$ cat config.mk
export PLATFORM = sky130hd
export DESIGN_NAME = bright_blob_run_tracker_unit
export DESIGN_NICKNAME = d
export VERILOG_FILES = /design/src/rtl/core/bbrt_pkg.sv /design/src/rtl/core/bbrt_slots.sv /design/src/rtl/core/bright_blob_run_tracker_unit.sv
export SDC_FILE = /design/constraint.sdc
export NUM_CORES = 2
export LEC_CHECK = 0
export BUFFER_PORTS_ARGS = -buffer_cell sky130_fd_sc_hd__buf_2
export CORE_MARGIN = 8
export CORE_UTILIZATION = 35
export DETAILED_ROUTE_END_ITERATION = 12
export PLACE_DENSITY_LB_ADDON = 0.2
export SYNTH_ARGS = -nofsm -noshare
export SYNTH_HDL_FRONTEND = slang
export SYNTH_SLANG_ARGS = --single-unit
$ cat constraint.sdc
create_clock -name clk -period 31.8 [get_ports clk]
set_input_delay 3.18 -clock clk [delete_from_list [all_inputs] [get_ports clk]]
set_output_delay 3.18 -clock clk [all_outputs]
set_load 0.05 [all_outputs]
$ cat src/rtl/core/bbrt_pkg.sv
// ----------------------------------------------------------------------------
// bbrt_pkg: shared types and constants for the bright blob run tracker
// Payload structs, register indexes, field widths and reset values.
// ----------------------------------------------------------------------------
package bbrt_pkg;

	localparam int LUMA_W  = 8;
	localparam int COUNT_W = 21;
	localparam int XSUM_W  = 31;
	localparam int YSUM_W  = 30;
	localparam int DEV_W   = 4;

	localparam int CFG_ADDR_W = 2;
	localparam int CFG_DATA_W = 8;

	localparam int DEF_SLOTS     = 4;
	localparam int DEF_MAX_WIDTH = 1024;
	localparam int DEF_MAX_ROWS  = 1024;

	localparam logic [LUMA_W-1:0] BRIGHT_RESET = 8'd200;
	localparam logic [LUMA_W-1:0] DARK_RESET   = 8'd150;
	localparam logic [DEV_W-1:0]  SOURCE_RESET = 4'd0;

	typedef enum logic [CFG_ADDR_W-1:0] {
		REG_BRIGHT = 2'd0,
		REG_DARK   = 2'd1,
		REG_SOURCE = 2'd2
	} bbrt_reg_t;

	typedef struct packed {
		logic [LUMA_W-1:0] luma;
		logic              frame_start;
		logic              row_end;
	} bbrt_pix_t;

	typedef struct packed {
		logic [COUNT_W-1:0] pixel_count;
		logic [XSUM_W-1:0]  double_sum_x;
		logic [YSUM_W-1:0]  weighted_sum_y;
		logic [DEV_W-1:0]   device_number;
		logic               last_of_run;
	} bbrt_blob_t;

	// accumulated moments of one blob
	typedef struct packed {
		logic [COUNT_W-1:0] count;
		logic [XSUM_W-1:0]  xsum;
		logic [YSUM_W-1:0]  ysum;
	} bbrt_rec_t;

	// per-pixel commands to the slot array, already qualified by the pixel step
	typedef struct packed {
		logic step;
		logic clear;
		logic merge;
		logic flush;
	} bbrt_cmd_t;

endpackage

$ cat src/rtl/core/bbrt_slots.sv
// ----------------------------------------------------------------------------
// bbrt_slots: blob slot array
// Merges closed runs into overlapping slots or a free one, and flags the
// slots that finish at a row end.
// ----------------------------------------------------------------------------
module bbrt_slots import bbrt_pkg::*; #(
	parameter int SLOTS = DEF_SLOTS,
	parameter int CW    = 10,
	parameter int RW    = 10
) (
	input  logic                    clk,
	input  logic                    arst_n,
	input  bbrt_cmd_t               cmd,
	input  logic [CW-1:0]           run_left,
	input  logic [CW-1:0]           run_right,
	input  logic [RW-1:0]           row,
	output logic [SLOTS-1:0]        emit,
	output bbrt_rec_t [SLOTS-1:0]   recs
);

	logic [SLOTS-1:0] used_q;
	logic [SLOTS-1:0] used_eff;
	logic [SLOTS-1:0] hit;
	logic [SLOTS-1:0] fresh;
	logic [CW-1:0]    left_q     [SLOTS];
	logic [CW-1:0]    right_q    [SLOTS];
	logic [RW-1:0]    last_row_q [SLOTS];
	bbrt_rec_t        rec_q      [SLOTS];

	logic             run_ok;
	logic [CW-1:0]    len;
	logic [CW:0]      span_sum;
	logic [2*CW:0]    xs_full;
	logic [CW+RW-1:0] ys_full;
	logic [COUNT_W-1:0] len_c;
	logic [XSUM_W-1:0]  xs_c;
	logic [YSUM_W-1:0]  ys_c;

	// span moments: len, len*(left+right), len*row
	assign run_ok   = cmd.merge && (run_right > run_left);
	assign len      = run_right - run_left;
	assign span_sum = {1'b0, run_right} + {1'b0, run_left};
	assign xs_full  = (2*CW+1)'(len) * (2*CW+1)'(span_sum);
	assign ys_full  = (CW+RW)'(len) * (CW+RW)'(row);
	assign len_c    = COUNT_W'(len);
	assign xs_c     = XSUM_W'(xs_full);
	assign ys_c     = YSUM_W'(ys_full);

	assign used_eff = cmd.clear ? '0 : used_q;

	always_comb begin
		logic any_hit;
		logic taken;
		any_hit = 1'b0;
		taken   = 1'b0;
		for (int i = 0; i < SLOTS; i++) begin
			hit[i] = run_ok && used_eff[i] && (run_left < right_q[i]) &&
				(left_q[i] < run_right);
			any_hit = any_hit | hit[i];
		end
		// no overlap: highest-numbered free slot opens a new blob
		for (int i = SLOTS - 1; i >= 0; i--) begin
			fresh[i] = run_ok && !any_hit && !used_eff[i] && !taken;
			taken    = taken | !used_eff[i];
		end
		for (int i = 0; i < SLOTS; i++) begin
			emit[i] = cmd.flush && used_eff[i] && !hit[i] && !fresh[i] &&
				(last_row_q[i] != row);
			recs[i] = rec_q[i];
		end
	end

	always_ff @(posedge clk or negedge arst_n) begin
		if (!arst_n) begin
			used_q <= '0;
		end else if (cmd.step) begin
			used_q <= (used_eff | fresh) & ~emit;
		end
	end

	always_ff @(posedge clk) begin
		for (int i = 0; i < SLOTS; i++) begin
			if (hit[i] || fresh[i]) begin
				rec_q[i].count <= hit[i] ? rec_q[i].count + len_c : len_c;
				rec_q[i].xsum  <= hit[i] ? rec_q[i].xsum + xs_c : xs_c;
				rec_q[i].ysum  <= hit[i] ? rec_q[i].ysum + ys_c : ys_c;
				left_q[i]      <= run_left;
				right_q[i]     <= run_right;
				last_row_q[i]  <= row;
			end
		end
	end

endmodule

$ cat src/rtl/core/bright_blob_run_tracker_unit.sv
// ----------------------------------------------------------------------------
// bright_blob_run_tracker_unit: run-length bright blob detector
// Tracks bright runs over a luma raster and reports finished blobs with
// pixel count and x/y moments at each row end.
// ----------------------------------------------------------------------------
// Flow: a pixel request is held in the input register and processed from
// there; its blob results are registered into the result buffer.
// Throughput: one pixel per cycle. Results leave at one per cycle, while
// blob_ready is high, from an SLOTS-deep result buffer; a row-end pixel
// holds in the input register until the previous row's results have all
// been taken.
// Reset: clears counters, open run, slot valid bits and pending results;
// thresholds return to 200/150 and source id to 0.
// ----------------------------------------------------------------------------
module bright_blob_run_tracker_unit import bbrt_pkg::*; #(
	parameter int SLOTS     = DEF_SLOTS,
	parameter int MAX_WIDTH = DEF_MAX_WIDTH,
	parameter int MAX_ROWS  = DEF_MAX_ROWS
) (
	input  logic                  clk,
	input  logic                  arst_n,
	// pixel channel
	input  logic                  pix_valid,
	output logic                  pix_ready,
	input  bbrt_pix_t             pix,
	// blob result channel
	output logic                  blob_valid,
	input  logic                  blob_ready,
	output bbrt_blob_t            blob,
	// register writes
	input  logic                  cfg_we,
	input  logic [CFG_ADDR_W-1:0] cfg_addr,
	input  logic [CFG_DATA_W-1:0] cfg_wdata
);

	localparam int CW = $clog2(MAX_WIDTH);
	localparam int RW = (MAX_ROWS > 1) ? $clog2(MAX_ROWS) : 1;
	localparam logic [CW-1:0] COL_LAST = CW'(MAX_WIDTH - 1);
	localparam logic [RW-1:0] ROW_LAST = RW'(MAX_ROWS - 1);

	// configuration registers
	logic [LUMA_W-1:0] bright_q;
	logic [LUMA_W-1:0] dark_q;
	logic [DEV_W-1:0]  src_q;

	// input register
	logic      pix_valid_s1;
	bbrt_pix_t pix_s1;

	// raster and run state
	logic          in_run_q;
	logic [CW-1:0] run_left_q;
	logic [CW-1:0] column_q;
	logic [RW-1:0] row_q;

	// result buffer: one entry per slot, drained lowest index first
	logic [SLOTS-1:0] pend_q;
	bbrt_rec_t        buf_q [SLOTS];

	logic                 consume;
	logic                 fs;
	logic                 run_eff;
	logic [CW-1:0]        col_eff;
	logic [RW-1:0]        row_eff;
	logic                 is_dark;
	logic                 is_bright;
	bbrt_cmd_t            cmd;
	logic [SLOTS-1:0]     emit;
	bbrt_rec_t [SLOTS-1:0] recs;
	logic                 pop;
	logic [SLOTS-1:0]     low;
	bbrt_rec_t            sel_rec;

	// ---------------- configuration ----------------
	always_ff @(posedge clk or negedge arst_n) begin
		if (!arst_n) begin
			bright_q <= BRIGHT_RESET;
			dark_q   <= DARK_RESET;
			src_q    <= SOURCE_RESET;
		end else if (cfg_we) begin
			case (cfg_addr)
				REG_BRIGHT: bright_q <= cfg_wdata;
				REG_DARK:   dark_q   <= cfg_wdata;
				REG_SOURCE: src_q    <= cfg_wdata[DEV_W-1:0];
				default: ;
			endcase
		end
	end

	// ---------------- input register ----------------
	// A row-end pixel needs the result buffer empty; every other pixel
	// moves on at once.
	assign consume   = pix_valid_s1 && (!pix_s1.row_end || (pend_q == '0));
	assign pix_ready = !pix_valid_s1 || consume;

	always_ff @(posedge clk or negedge arst_n) begin
		if (!arst_n) begin
			pix_valid_s1 <= 1'b0;
		end else if (pix_ready) begin
			pix_valid_s1 <= pix_valid;
		end
	end

	always_ff @(posedge clk) begin
		if (pix_valid && pix_ready) begin
			pix_s1 <= pix;
		end
	end

	// ---------------- pixel classification ----------------
	// frame start wipes the raster state before this pixel is looked at
	assign fs      = pix_s1.frame_start;
	assign run_eff = fs ? 1'b0 : in_run_q;
	assign col_eff = fs ? '0 : column_q;
	assign row_eff = fs ? '0 : row_q;

	// dark wins when the thresholds are crossed
	assign is_dark   = pix_s1.luma < dark_q;
	assign is_bright = !is_dark && (pix_s1.luma >= bright_q);

	assign cmd.step  = consume;
	assign cmd.clear = consume && fs;
	assign cmd.merge = consume && is_dark && run_eff;
	assign cmd.flush = consume && pix_s1.row_end;

	always_ff @(posedge clk or negedge arst_n) begin
		if (!arst_n) begin
			in_run_q   <= 1'b0;
			run_left_q <= '0;
			column_q   <= '0;
			row_q      <= '0;
		end else if (consume) begin
			// open run is dropped at row end
			if (pix_s1.row_end || is_dark) begin
				in_run_q <= 1'b0;
			end else if (is_bright) begin
				in_run_q <= 1'b1;
			end else begin
				in_run_q <= run_eff;
			end
			if (is_bright && !run_eff) begin
				run_left_q <= col_eff;
			end else if (fs) begin
				run_left_q <= '0;
			end
			// column and row saturate at the raster limits
			if (pix_s1.row_end) begin
				column_q <= '0;
				row_q    <= (row_eff != ROW_LAST) ? row_eff + 1'b1 : row_eff;
			end else begin
				column_q <= (col_eff != COL_LAST) ? col_eff + 1'b1 : col_eff;
				row_q    <= row_eff;
			end
		end
	end

	// ---------------- slot array ----------------
	// closing pixel's column is the exclusive right end of the run
	bbrt_slots #(
		.SLOTS (SLOTS),
		.CW    (CW),
		.RW    (RW)
	) u_slots (
		.clk       (clk),
		.arst_n    (arst_n),
		.cmd       (cmd),
		.run_left  (run_left_q),
		.run_right (col_eff),
		.row       (row_eff),
		.emit      (emit),
		.recs      (recs)
	);

	// ---------------- result buffer ----------------
	// Finished slots are copied out at the row end, so the slot array is
	// free to reuse them while results drain.
	assign pop = blob_valid && blob_ready;
	assign low = pend_q & (~pend_q + SLOTS'(1));

	always_ff @(posedge clk or negedge arst_n) begin
		if (!arst_n) begin
			pend_q <= '0;
		end else if (cmd.flush) begin
			pend_q <= emit;
		end else if (pop) begin
			pend_q <= pend_q & ~low;
		end
	end

	always_ff @(posedge clk) begin
		for (int i = 0; i < SLOTS; i++) begin
			if (cmd.flush && emit[i]) begin
				buf_q[i] <= recs[i];
			end
		end
	end

	always_comb begin
		sel_rec = '0;
		for (int i = 0; i < SLOTS; i++) begin
			if (low[i]) begin
				sel_rec = sel_rec | buf_q[i];
			end
		end
	end

	assign blob_valid          = |pend_q;
	assign blob.pixel_count    = sel_rec.count;
	assign blob.double_sum_x   = sel_rec.xsum;
	assign blob.weighted_sum_y = sel_rec.ysum;
	assign blob.device_number  = src_q;
	assign blob.last_of_run    = (pend_q & ~low) == '0;

`ifndef ASSERT_OFF
	// the last flag marks the only result still pending
	a_last_single: assert property (@(posedge clk) disable iff (!arst_n)
		blob_valid && blob.last_of_run |-> $onehot(pend_q))
		else $error("last_of_run with more results pending");

	// a taken result that is not the last is followed by another
	a_run_continues: assert property (@(posedge clk) disable iff (!arst_n)
		pop && !blob.last_of_run |=> blob_valid)
		else $error("result run ended without last flag");

	// the last result empties the buffer
	a_run_ends: assert property (@(posedge clk) disable iff (!arst_n)
		pop && blob.last_of_run |=> !blob_valid)
		else $error("results pending after last flag");

	// a row-end pixel restarts the column count
	a_column_wrap: assert property (@(posedge clk) disable iff (!arst_n)
		consume && pix_s1.row_end |=> column_q == '0)
		else $error("column not cleared at row end");
`endif

endmodule
==> reports/results.ini <==
[clock_tree]
cts_root_buffer=clkbuf_16
hold_buffers=0
ctsLongestPathBuffers=3
cts.sinks=846
cts_max_level=3
postCtsSetupBuffers=0
cts_resized=0
path_clk_slew_ns=0.06
cts_tree=done
clkLatencyLatePin_ns=0.72
cts_buffers=99

[layout]
nNetsFinal=5421
final_cell_mix=edfxtp_1, nand2_1, ha_1
mostFrequentLayoutCell=edfxtp_1
area_growth_syn_to_layout_pct=11.9
drive_gt1_share_pct=9.18

[power_and_ir_drop]
ir_drop_mv=0.0416
p_int_mw=1.99
pwr-share-comb_pct=11.9
p_sw_share_pct=25.6
p_leak_nw=23.4
pwr-share-clk_pct=42.4
seqPwrFrac_pct=45.7
switchingPower_mw=0.686
pwr_density_cell_nw_per_um2=45.8

[global_routing]
grt_pass1_wl_um=214000
grt_pass1_vias=36200
antenna_found_initial=5
grt-ovfl-total=0
track_usage_pct=16.7
grt_max_degree=77

[synth]
synth_edf_count=786
netlist-cell-type-count=99
syn_avg_cell_area_um2=11.1
ys.flop_type=edfxtp_1
netlist_instances=4702
yosysWarnings=0
ys_seq_area_share_pct=48.1
synth_seq_cells=846
synthesis.area_um2=52300
async_flop_share_pct=7.09
syn-num-nets=5296

[floorplanning]
ios=114
die_h_um=402
die_w_um=402
fp.coreArea_um2=149000
fp.dieArea_um2=162000
row_count=142
initial_core_util_pct=35.1

[route]
drc=0
drt-initial-drc-count=2357
wire_per_inst_um=20.2
vias=36100
via_per_inst=5.26
drt-total-wl_um=138000
firstDrtPassIters=8
detail-route-antenna-nets=0

[sta]
rsz0062_at_grt=false
relSlewSlack_pct=21.3
hold_violations=0
clock.fmax_mhz=84.4
min_period_ns=11.85
finalCritPeriodShare_pct=37.3
drv_slew=0
tightest_slew_ns=1.17
worst_hold_slack_ns=0.429
setup_viol=0
fin_setup_tns_ns=0
finalClockSkew_ns=0.0468

[worst_setup_path]
crit_slowest_cell=xor2_1
startpoint_type=register
setup.worst_path.end_class=register
cp_max_fo=37
crit_type=reg -> reg
r2r_setup_slack_ns=19.95
reg2regPathDepth=39
cp.required_ns=32.24
r2r_end=u_slots.rec_q[1][141]
slowest_delay_ns=0.75
worstReg2RegStart=fs
crit_arrival_ns=12.29

[placed_design]
gp_congestion=0.849
io_buffers=113
hpwl_um=94300

[min_path]
hold_class=reg -> reg
holdPathEnd=buf_q[1][42]
hp-start=u_slots.rec_q[0][124]
hold_depth=0

[flow_run]
drv_cap=0

[outcome]
status=complete, no violations

==> cell type report <==
type | count | area (um^2)
multi-input cells | 3382 | 25400
fillers | 14500 | 90600
clock inverters | 64 | 633
clock buffers | 123 | 2610
flip-flops and latches | 846 | 25100
well taps | 1944 | 2430
inverters | 312 | 1170
diodes | 1 | 2.50
repair buffers | 186 | 1120
==> routing by layer <==
layer / routed length (um) / GRT usage, %
met2: 63000 / 27.1
met3: 7150 / 2.93
met1: 65800 / 23.3
met4: 2350 / 3.66
met5: 13 / 0
==> synth_stat cells, types with 13 or more instances <==
cell / n / area (um^2)
edfxtp_1: 786 / 23600
nand2_1: 438 / 1640
ha_1: 425 / 5320
nor2_1: 413 / 1550
inv_1: 303 / 1140
o21ai_0: 299 / 1500
a21oi_1: 256 / 1280
xnor2_1: 217 / 1900
xor2_1: 149 / 1310
fa_1: 144 / 2880
clkbuf_1: 120 / 450
a21o_1: 86 / 646
a22oi_1: 86 / 646
a221o_1: 83 / 831
nand3_1: 71 / 355
nor2b_1: 56 / 350
nand2b_1: 54 / 338
dfrtp_1: 53 / 1330
nor3_1: 44 / 220
or3_1: 44 / 275
and3_1: 42 / 263
o21bai_1: 40 / 300
mux2_2: 34 / 383
a211oi_1: 33 / 248
nand4_1: 31 / 194
and2_1: 29 / 181
o21a_1: 29 / 218
a31oi_1: 24 / 150
buf_2: 23 / 115
o211ai_1: 20 / 150
mux2i_1: 19 / 190
nor3b_1: 13 / 97.6
o2111ai_1: 13 / 114
==> registers in the layout (all words and copies together) (netlist names) <==
signal,flops
u_slots.last_row_q,40
u_slots.right_q,40
u_slots.left_q,40
pix_s1,9
u_slots.used_q,4
src_q,4
buf_q,328
bright_q,8
u_slots.rec_q,328
pix_valid_s1,1
in_run_q,1
column_q,10
fs,1
run_left_q,10
row_q,10
pend_q,4
dark_q,8
==> through the flow <==
step	worst slack [ns]	instances	power, mW	instance area [um^2]	util (%)
final	19.95	6858	2.68	58500	39.2
after global routing	18.92	6857	2.79	58500	39.2
after CTS	19.95	6857	2.71	58500	39.2
after detailed placement	19.96	6670	1.56	55200	37.1
after global placement	20.21	6670	1.56	55200	37.1
after floorplan	20.24	4702	1.48	52300	-
==> power groups by stage <==
stage / Clock, mW / Sequential [mW] / Combinational (mW)
floorplan: 0 / 1.25 / 0.228
global placement: 0 / 1.25 / 0.313
detailed placement: 0 / 1.25 / 0.316
CTS: 1.17 / 1.23 / 0.319
global route: 1.21 / 1.23 / 0.355
finish: 1.14 / 1.23 / 0.318
==> worst max path at each step <==
stage          start                  endpoint  slack, ns  depth (start not counted)
6_report          fs     u_slots.rec_q[1][141]      19.95                         39
5_1_grt           fs     u_slots.rec_q[1][141]      18.92                         39
4_1_cts           fs     u_slots.rec_q[1][141]      19.95                         39
3_5_place_dp      fs     u_slots.rec_q[1][141]      19.96                         39
3_3_place_gp      fs     u_slots.rec_q[1][141]      20.21                         39
2_1_floorplan     fs  u_slots.last_row_q[3][0]      20.24                         14
==> worst max-delay path, delay by kind of cell, from the launching register on <==
| family | cells | cell delay (ns) |
|---|---|---|
| xor+xnor | 4 | 1.47 |
| flops | 1 | 0.32 |
| compound gates | 12 | 3.16 |
| fa+ha+maj | 8 | 3.36 |
| buf+inv | 8 | 1.69 |
| simple gates | 7 | 1.55 |
==> cells by family (layout without fill, tap and decap cells) <==
family                     count (synthesis)  in the layout  synth area share (%)
and+or+nand+nor                         1290           1290                  11.3
AOI/OAI and AO/OA                       1092           1092                  13.8
DFF                                      846            846                  48.1
adders and majority gates                573            573                  15.8
buffers and inverters                    474            685                  3.57
xor gates and xnor gates                 368            368                  6.20
muxes                                     59             59                  1.27
other                                      0              1                     0
Power figures use the tool's default switching activity.
